[src/rtl/m2sc_pkg.sv]
// shared types, constants and result builder for the mpeg2 start code scanner
package m2sc_pkg;

  localparam int OFFSET_BITS_DEF = 16;
  localparam int RES_DEPTH       = 4;
  localparam int RES_PTR_W       = $clog2(RES_DEPTH);
  localparam int RES_CNT_W       = $clog2(RES_DEPTH + 1);

  localparam logic [23:0] PREFIX_PATTERN = 24'h000001;
  localparam logic [7:0]  CODE_PICTURE   = 8'h00;
  localparam logic [7:0]  CODE_SLICE_LO  = 8'h01;
  localparam logic [7:0]  CODE_SLICE_HI  = 8'hAF;
  localparam logic [7:0]  CODE_SEQ_HDR   = 8'hB3;
  localparam logic [7:0]  CODE_EXT       = 8'hB5;

  localparam logic [2:0] KIND_OTHER   = 3'd0;
  localparam logic [2:0] KIND_SEQ_HDR = 3'd1;
  localparam logic [2:0] KIND_EXT     = 3'd2;
  localparam logic [2:0] KIND_SLICE   = 3'd3;
  localparam logic [2:0] KIND_PICTURE = 3'd4;

  typedef struct packed {
    logic [7:0]  code_value;
    logic [15:0] code_offset;
    logic [2:0]  code_kind;
    logic [3:0]  extension_id;
    logic [11:0] picture_width;
    logic [1:0]  width_extension;
    logic [1:0]  height_extension;
    logic [4:0]  quant_scale;
    logic        intra_slice;
    logic        truncated;
    logic        last_in_run;
  } res_t;

  function automatic logic is_slice(input logic [7:0] code, input logic key);
    return key && (code >= CODE_SLICE_LO) && (code <= CODE_SLICE_HI);
  endfunction

  // field bytes that follow the code byte
  function automatic logic [1:0] fields_needed(input logic [7:0] code, input logic key);
    logic [1:0] n;
    n = 2'd0;
    if (code == CODE_SEQ_HDR) n = 2'd2;
    else if (code == CODE_EXT) n = 2'd3;
    else if (is_slice(code, key)) n = 2'd1;
    return n;
  endfunction

  function automatic res_t make_result(input logic [7:0] code, input logic [15:0] off,
                                       input logic [23:0] fields, input logic key,
                                       input logic trunc);
    res_t r;
    logic [7:0] b0, b1, b2;
    b0 = fields[7:0];
    b1 = fields[15:8];
    b2 = fields[23:16];
    r = '0;
    r.code_value  = code;
    r.code_offset = off;
    if (code == CODE_SEQ_HDR) begin
      r.code_kind     = KIND_SEQ_HDR;
      r.picture_width = {b0, b1[7:4]};
    end else if (code == CODE_EXT) begin
      r.code_kind        = KIND_EXT;
      r.extension_id     = b0[3:0];
      r.width_extension  = {b1[0], b2[7]};
      r.height_extension = b2[6:5];
    end else if (is_slice(code, key)) begin
      r.code_kind   = KIND_SLICE;
      r.quant_scale = b0[7:3];
      r.intra_slice = b0[2];
    end else if (key && code == CODE_PICTURE) begin
      r.code_kind = KIND_PICTURE;
    end
    r.truncated = trunc;
    return r;
  endfunction

endpackage

[src/rtl/mpeg2_start_code_scanner.sv]
// mpeg2 start code scanner top level: prefix search, field capture and result queue
//
// channel  dir  tdata                    tuser                     tlast
// in_      in   data_byte [7:0]          key_frame [0]             end_of_payload
// out_     out  code/offset/fields [55:0] code_kind [2:0], trunc [3] last_in_run
//
// one input beat per cycle while in_tready is high; each beat is scanned in the cycle it is accepted
// a beat yields zero to two result beats, which enter a four-entry result queue
// results are registered in the queue and reach out_ in order behind any earlier results
// in_tready is high while at least two queue entries are free
// rst_n clears the scan state and empties the queue
module mpeg2_start_code_scanner
  import m2sc_pkg::*;
#(
  parameter int OFFSET_BITS = OFFSET_BITS_DEF
) (
  input  logic        clk,
  input  logic        rst_n,
  input  logic        in_tvalid,
  output logic        in_tready,
  input  logic [7:0]  in_tdata,   // data_byte
  input  logic [0:0]  in_tuser,   // key_frame
  input  logic        in_tlast,   // end_of_payload
  output logic        out_tvalid,
  input  logic        out_tready,
  // code_value, code_offset, extension_id, picture_width, width_extension,
  // height_extension, quant_scale, intra_slice, zero pad
  output logic [55:0] out_tdata,
  output logic [3:0]  out_tuser,  // code_kind, truncated
  output logic        out_tlast   // last_in_run
);

  localparam logic [OFFSET_BITS-1:0] OFF_MAX = '1;

  function automatic logic [15:0] off16(input logic [OFFSET_BITS-1:0] o);
    logic [OFFSET_BITS+15:0] t;
    t = {16'b0, o};
    return t[15:0];
  endfunction

  // scan state
  logic [23:0]            recent_r, recent_nxt;
  logic [1:0]             seen_r, seen_nxt;
  logic [OFFSET_BITS-1:0] offset_r, offset_nxt;
  logic                   pend_vld_r, pend_vld_nxt;
  logic [7:0]             pend_code_r, pend_code_nxt;
  logic [OFFSET_BITS-1:0] pend_off_r, pend_off_nxt;
  logic [23:0]            pend_fields_r, pend_fields_nxt;
  logic [1:0]             pend_cnt_r, pend_cnt_nxt;

  // result queue
  res_t                   queue_r [RES_DEPTH];
  logic [RES_PTR_W-1:0]   wr_ptr_r, rd_ptr_r;
  logic [RES_CNT_W-1:0]   cnt_r, cnt_nxt;

  logic       accept, pop;
  logic [7:0] b;
  logic       key, eop;

  logic [3:0] cand_v;
  res_t       cand [4];
  res_t       res0, res1;
  logic [1:0] nwr;

  assign accept    = in_tvalid && in_tready;
  assign pop       = out_tvalid && out_tready;
  assign b         = in_tdata;
  assign key       = in_tuser[0];
  assign eop       = in_tlast;
  assign in_tready = (cnt_r <= RES_CNT_W'(RES_DEPTH - 2));

  always_comb begin
    logic [1:0]             need1, need2, idx;
    logic [23:0]            fields1;
    logic [1:0]             cnt1;
    logic                   emit1, pre, pre_end;
    logic [OFFSET_BITS-1:0] off2, off4;
    logic [2:0]             n;

    // collect a field byte for a waiting report
    need1   = fields_needed(pend_code_r, key);
    idx     = need1 - pend_cnt_r;
    fields1 = pend_fields_r;
    if (pend_vld_r && need1 >= pend_cnt_r) begin
      unique case (idx)
        2'd0:    fields1[7:0]   = b;
        2'd1:    fields1[15:8]  = b;
        2'd2:    fields1[23:16] = b;
        default: fields1        = pend_fields_r;
      endcase
    end
    cnt1  = (pend_cnt_r != 2'd0) ? pend_cnt_r - 2'd1 : 2'd0;
    emit1 = pend_vld_r && (cnt1 == 2'd0);

    cand_v[0] = emit1;
    cand[0]   = make_result(pend_code_r, off16(pend_off_r), fields1, key, 1'b0);

    pend_vld_nxt    = pend_vld_r && !emit1;
    pend_code_nxt   = pend_code_r;
    pend_off_nxt    = pend_off_r;
    pend_fields_nxt = emit1 ? 24'd0 : fields1;
    pend_cnt_nxt    = pend_vld_r ? cnt1 : pend_cnt_r;

    // code byte after a complete prefix
    pre   = (seen_r == 2'd3) && (recent_r == PREFIX_PATTERN);
    off2  = (offset_r == OFF_MAX) ? OFF_MAX : offset_r - OFFSET_BITS'(3);
    need2 = fields_needed(b, key);
    cand_v[1] = pre && (need2 == 2'd0);
    cand[1]   = make_result(b, off16(off2), 24'd0, key, 1'b0);
    if (pre && need2 != 2'd0) begin
      pend_vld_nxt    = 1'b1;
      pend_code_nxt   = b;
      pend_off_nxt    = off2;
      pend_fields_nxt = 24'd0;
      pend_cnt_nxt    = need2;
    end

    recent_nxt = {recent_r[15:0], b};
    seen_nxt   = (seen_r != 2'd3) ? seen_r + 2'd1 : seen_r;

    // end of payload flush
    pre_end   = (seen_nxt == 2'd3) && (recent_nxt == PREFIX_PATTERN);
    off4      = (offset_r == OFF_MAX) ? OFF_MAX : offset_r - OFFSET_BITS'(2);
    cand_v[2] = eop && pend_vld_nxt;
    cand[2]   = make_result(pend_code_nxt, off16(pend_off_nxt), pend_fields_nxt, key, 1'b1);
    cand_v[3] = eop && pre_end;
    cand[3]   = make_result(CODE_PICTURE, off16(off4), 24'd0, key, 1'b1);

    if (eop) begin
      recent_nxt      = 24'd0;
      seen_nxt        = 2'd0;
      offset_nxt      = '0;
      pend_vld_nxt    = 1'b0;
      pend_code_nxt   = 8'd0;
      pend_off_nxt    = '0;
      pend_fields_nxt = 24'd0;
      pend_cnt_nxt    = 2'd0;
    end else begin
      offset_nxt = (offset_r != OFF_MAX) ? offset_r + OFFSET_BITS'(1) : offset_r;
    end

    // keep the first two results in order
    res0 = cand[0];
    res1 = cand[0];
    n    = 3'd0;
    for (int i = 0; i < 4; i++) begin
      if (cand_v[i]) begin
        if (n == 3'd0) res0 = cand[i];
        else if (n == 3'd1) res1 = cand[i];
        n = n + 3'd1;
      end
    end
    nwr = (n > 3'd2) ? 2'd2 : n[1:0];
    res0.last_in_run = (nwr == 2'd1);
    res1.last_in_run = 1'b1;
  end

  always_comb begin
    cnt_nxt = cnt_r;
    if (accept) cnt_nxt = cnt_nxt + RES_CNT_W'(nwr);
    if (pop) cnt_nxt = cnt_nxt - RES_CNT_W'(1);
  end

  always_ff @(posedge clk) begin
    if (!rst_n) begin
      recent_r      <= 24'd0;
      seen_r        <= 2'd0;
      offset_r      <= '0;
      pend_vld_r    <= 1'b0;
      pend_cnt_r    <= 2'd0;
      pend_fields_r <= 24'd0;
      wr_ptr_r      <= '0;
      rd_ptr_r      <= '0;
      cnt_r         <= '0;
    end else begin
      if (accept) begin
        recent_r      <= recent_nxt;
        seen_r        <= seen_nxt;
        offset_r      <= offset_nxt;
        pend_vld_r    <= pend_vld_nxt;
        pend_cnt_r    <= pend_cnt_nxt;
        pend_fields_r <= pend_fields_nxt;
        wr_ptr_r      <= wr_ptr_r + RES_PTR_W'(nwr);
      end
      if (pop) rd_ptr_r <= rd_ptr_r + RES_PTR_W'(1);
      cnt_r <= cnt_nxt;
    end
  end

  always_ff @(posedge clk) begin
    if (accept) begin
      pend_code_r <= pend_code_nxt;
      pend_off_r  <= pend_off_nxt;
      if (nwr != 2'd0) queue_r[wr_ptr_r] <= res0;
      if (nwr == 2'd2) queue_r[wr_ptr_r + RES_PTR_W'(1)] <= res1;
    end
  end

  res_t head;
  assign head       = queue_r[rd_ptr_r];
  assign out_tvalid = (cnt_r != '0);
  assign out_tdata  = {6'b0, head.intra_slice, head.quant_scale, head.height_extension,
                       head.width_extension, head.picture_width, head.extension_id,
                       head.code_offset, head.code_value};
  assign out_tuser  = {head.truncated, head.code_kind};
  assign out_tlast  = head.last_in_run;

endmodule

[config.mk]
export PLATFORM = sky130hd
export DESIGN_NAME = mpeg2_start_code_scanner
export DESIGN_NICKNAME = d
export VERILOG_FILES = /design/src/rtl/m2sc_pkg.sv /design/src/rtl/mpeg2_start_code_scanner.sv
export SDC_FILE = /design/constraint.sdc
export NUM_CORES = 1
export LEC_CHECK = 0
export ABC_CLOCK_PERIOD_IN_PS = 8900
export BUFFER_PORTS_ARGS = -buffer_cell sky130_fd_sc_hd__buf_2
export CAP_MARGIN = 20
export CORE_MARGIN = 1.5
export CORE_UTILIZATION = 62
export DETAILED_ROUTE_END_ITERATION = 10
export PLACE_DENSITY = 0.84
export RECOVER_POWER = 25
export SLEW_MARGIN = 20
export SYNTH_ARGS = -nofsm -noshare
export SYNTH_HDL_FRONTEND = slang
export SYNTH_SLANG_ARGS = --single-unit
[constraint.sdc]
create_clock -name clk -period 8.9 [get_ports clk]
set_input_delay 2.225 -clock clk [delete_from_list [all_inputs] [get_ports clk]]
set_output_delay 2.225 -clock clk [all_outputs]
set_load 0.02 [all_outputs]
==> impl_metrics.env <==
export IMPL_clkLatencyLatePin_ps=580
export IMPL_ys_warn_count=0
export IMPL_hp_class="reg2reg"
export IMPL_maxClockFrequency_mhz=128
export IMPL_cp_required_ps=9350
export IMPL_cp_common_cell="nor2_1"
export IMPL_rr_endpoint="cnt_r[2]"
export IMPL_async_reset_ff_share_pct=0
export IMPL_fin_ws_ps=1060
export IMPL_tightest_slew_ps=2970
export IMPL_relSlewSlack_pct=-98.2
export IMPL_grt_max_degree=59
export IMPL_cts_root_buf="clkbuf_16"
export IMPL_top_usage_layer="met2"
export IMPL_grt_first_pass_wirelength_mm=67.8
export IMPL_clock_sinks=314
export IMPL_r2r_slack_ps=2320
export IMPL_grt_pass1_vias=12002
export IMPL_synth_simple_area_share_pct=15.1
export IMPL_p_leak_nw=5.88
export IMPL_drtIter0Drc=1967
export IMPL_rsz0062_at_grt="false"
export IMPL_crit_arrival_ps=8280
export IMPL_synthCells=1485
export IMPL_combPwrFrac_pct=19.5
export IMPL_port_buffers=70
export IMPL_fin_skew_ps=31.5
export IMPL_grt_antenna_before_repair=0
export IMPL_violations="max-capacitance violations, max-slew violations"
export IMPL_dieArea_um2=27400
export IMPL_r2r_start="recent_r[19]"
export IMPL_cpMaxStageDelayCell="o31ai_4"
export IMPL_internal_power_mw=2.56
export IMPL_cts_htree_levels=1
export IMPL_grt_overflow_total=0
export IMPL_grtUsageMet2_pct=51.1
export IMPL_pwr_share_seq_pct=46.3
export IMPL_hold_viol=0
export IMPL_fillCellCount=1869
export IMPL_setup_viol=0
export IMPL_yosysMostFrequentCell="edfxtp_1"
export IMPL_rows=59
export IMPL_synthFlopType="edfxtp_1"
export IMPL_synth_area_um2=16300
export IMPL_gr_usage_met3_pct=5.17
export IMPL_synth_edff_count=240
export IMPL_vdd_ir_drop_max_mv=0.196
export IMPL_viasPerCell=6.96
export IMPL_synth_top_cell_area_share_pct=44.1
export IMPL_ctsHoldBuffers=0
export IMPL_first_pass_iters=6
export IMPL_reg2regPathDepth=22
export IMPL_synth_mux_area_share_pct=10.4
export IMPL_crit_buf_inv=2
export IMPL_critPathLaunchType="primary input"
export IMPL_p_sw_share_pct=29.2
export IMPL_ios=77
export IMPL_numCtsBuffers=30
export IMPL_dp_hpwl_mm=29.0
export IMPL_clkTransAtPathRegs_ps=60
export IMPL_holdCritStartpoint="recent_r[22]"
export IMPL_drcViolationCount=0
export IMPL_clockPowerShare_pct=34.2
export IMPL_areaGrowthSynthToFinish_pct=9.13
export IMPL_core_area_um2=26000
export IMPL_cpPeakStageDelay_ps=660
export IMPL_crit_fanout=11
export IMPL_drive_above_1_share_pct=12.1
export IMPL_crit_family="simple AND/OR/NAND/NOR gates"
export IMPL_power_density_nw_per_um2=203
export IMPL_die_h_um=165
export IMPL_yosysUniqueCellTypes=71
export IMPL_nets=1531
export IMPL_min_path_cells=2
export IMPL_dp_slack_ps=1130
export IMPL_cts_path_max_buffers=3
export IMPL_fin_hold_ws_ps=465
export IMPL_finalCritPeriodShare_pct=88.1
export IMPL_synth_top_family_by_area="simple AND/OR/NAND/NOR gates"
export IMPL_period_needed_ps=7840
export IMPL_vias=12924
export IMPL_ctsResizeCount=0
export IMPL_min_to="recent_r[22]"
export IMPL_cap_violations=5
export IMPL_maxSlewViolCount=230
export IMPL_status="complete, but fails checks"
export IMPL_power_switching_mw=1.06
export IMPL_cts_tree="yes"
export IMPL_crit_path_end_kind="flip-flop"
export IMPL_setup_worst_path_class="in2reg"
export IMPL_wl_per_cell_um=23.9
export IMPL_initial_core_util_pct=62.9
export IMPL_syn_area_per_cell_um2=11.0
export IMPL_synth_xor_area_share_pct=2.30
export IMPL_place_congestion=0.927
export IMPL_ys_seq_area_share_pct=53.1
export IMPL_synth_area_leaders="edfxtp_1 44%, dfxtp_1 9.1%, mux4_2 7.6%"
export IMPL_die_w_um=165
export IMPL_ant_nets=0
export IMPL_tns_ps=0
export IMPL_synth_compound_area_share_pct=14.1
export IMPL_cp_cell_sequence="clkbuf_1 -> nand4_1 -> or4_1 -> a21boi_0 -> o31ai_4 -> xor2_2 -> ha_1 -> nor2_1 -> nand2_1 -> mux2_2 -> nand3_1 -> nor2_1 -> nor2_1 -> ha_1 -> inv_1 -> fa_1 -> nor2_1 -> a21oi_1 -> ha_1 -> nand2_1 -> xor2_1 -> and2_1"
export IMPL_gr_usage_all_layers_pct=32.3
export IMPL_synth_seq_cells=314
export IMPL_synth_adder_area_share_pct=1.39
export IMPL_synth_top_cell_by_area="edfxtp_1"
export IMPL_post_cts_buffers=0
export IMPL_routed_wl_mm=44.5
export IMPL_use_met1_pct=45.9
export IMPL_diodes=0
export IMPL_ys_top_cells_by_count="240 x edfxtp_1, 179 x nor2_1, 156 x nand2_1, 92 x clkbuf_1, 89 x o22ai_1"
## power groups by stage
| stage | clock network (mW) | registers (mW) | logic (mW) |
|---|---|---|---|
| global placement | 0 | 1.70 | 0.688 |
| detailed placement | 0 | 1.70 | 0.702 |
| finish | 1.24 | 1.68 | 0.705 |
| floorplan | 0 | 1.66 | 0.538 |
| CTS | 1.23 | 1.67 | 0.708 |
| global route | 1.29 | 1.68 | 0.755 |
## registers in the layout (all words and copies together), names as in the netlist, named ones only
| register | flops |
|---|---|
| pend_cnt_r | 2 |
| offset_r | 16 |
| seen_r | 2 |
| pend_code_r | 8 |
| pend_fields_r | 16 |
| pend_off_r | 16 |
| wr_ptr_r | 2 |
| queue_r | 220 |
| recent_r | 24 |
| pend_vld_r | 1 |
| cnt_r | 3 |
| rd_ptr_r | 2 |
## worst register-to-register path, stage by stage, from the launching register on
cell	delay, ps
dfxtp_1	300
or4_1	580
nor3_1	520
nand2_1	500
nor2_1	400
ha_1	420
xor2_2	570
ha_1	380
nor2_1	100
nand2_1	60
mux2_2	260
nand3_1	250
nor2_1	180
nor2_1	250
ha_1	190
inv_1	50
fa_1	500
nor2_1	50
a21oi_1	280
ha_1	220
nand2_1	60
xor2_1	170
and2_1	170
## layer usage
layer	vias to the layer above	routed length, um
met2	970	20500
met1	6212	17700
li1	5624	-
met4	0	1270
met3	118	4990
met5	-	0
## through the flow
stage	std cells	utilization (%)	total power [mW]	cell area, um^2
detailed placement	1800	65.3	2.41	17000
global placement	1799	65.2	2.39	16900
CTS	1855	68.9	3.62	17900
finish	1858	68.7	3.62	17800
floorplan	1490	-	2.20	16400
global route	1858	68.7	3.73	17800
## layout make-up
type / instances / area (um^2) / area share (%)
Clock inverter: 12 / 58.8 / 0.330
Tap cell: 335 / 419 / 2.35
Timing Repair Buffer: 104 / 581 / 3.25
Multi-Input combinational cell: 1032 / 7150 / 40.1
Clock buffer: 43 / 880 / 4.93
Sequential cell: 314 / 8690 / 48.7
Inverter: 18 / 67.6 / 0.379
## logic make-up after synthesis
group | Yosys count
compound gates | 340
xor+xnor | 42
fa+ha+maj | 17
buf+inv | 144
flops | 314
mux | 100
other cells | 1
simple gates | 527
## cells in the final DEF (no fill, tap or decap), drive strengths merged, types with 6 or more instances in the layout
cell	n
a32oi	11
clkinv	12
o21ai	47
nand2	156
and3	15
and2	25
o31a	7
a22o	34
or3	14
nor2b	10
conb	6
mux2	14
xnor2	25
mux4	55
buf	56
nor4	15
nor3b	6
a21boi	28
o22ai	89
nand3b	24
inv	17
nand3	20
nand2b	8
xor2	17
ha	15
nor2	180
edfxtp	240
mux2i	31
dfxtp	74
a211oi	8
a22oi	7
nor3	31
a21oi	66
clkbuf	91
## how the worst max path moves through the flow
| stage | to | depth (start not counted) | slack [ps] | from |
|---|---|---|---|---|
| after global routing | cnt_r[2] | 21 | 740 | in_tdata[4] |
| after global placement | cnt_r[2] | 23 | 1390 | in_tdata[6] |
| after CTS | cnt_r[2] | 23 | 1660 | in_tdata[6] |
| after detailed placement | cnt_r[2] | 23 | 1130 | in_tdata[6] |
| after floorplan | queue_r[1][10] | 15 | 1270 | in_tdata[3] |
| final | cnt_r[2] | 22 | 1060 | in_tdata[4] |
No activity file was read; power rests on OpenSTA's default activity.
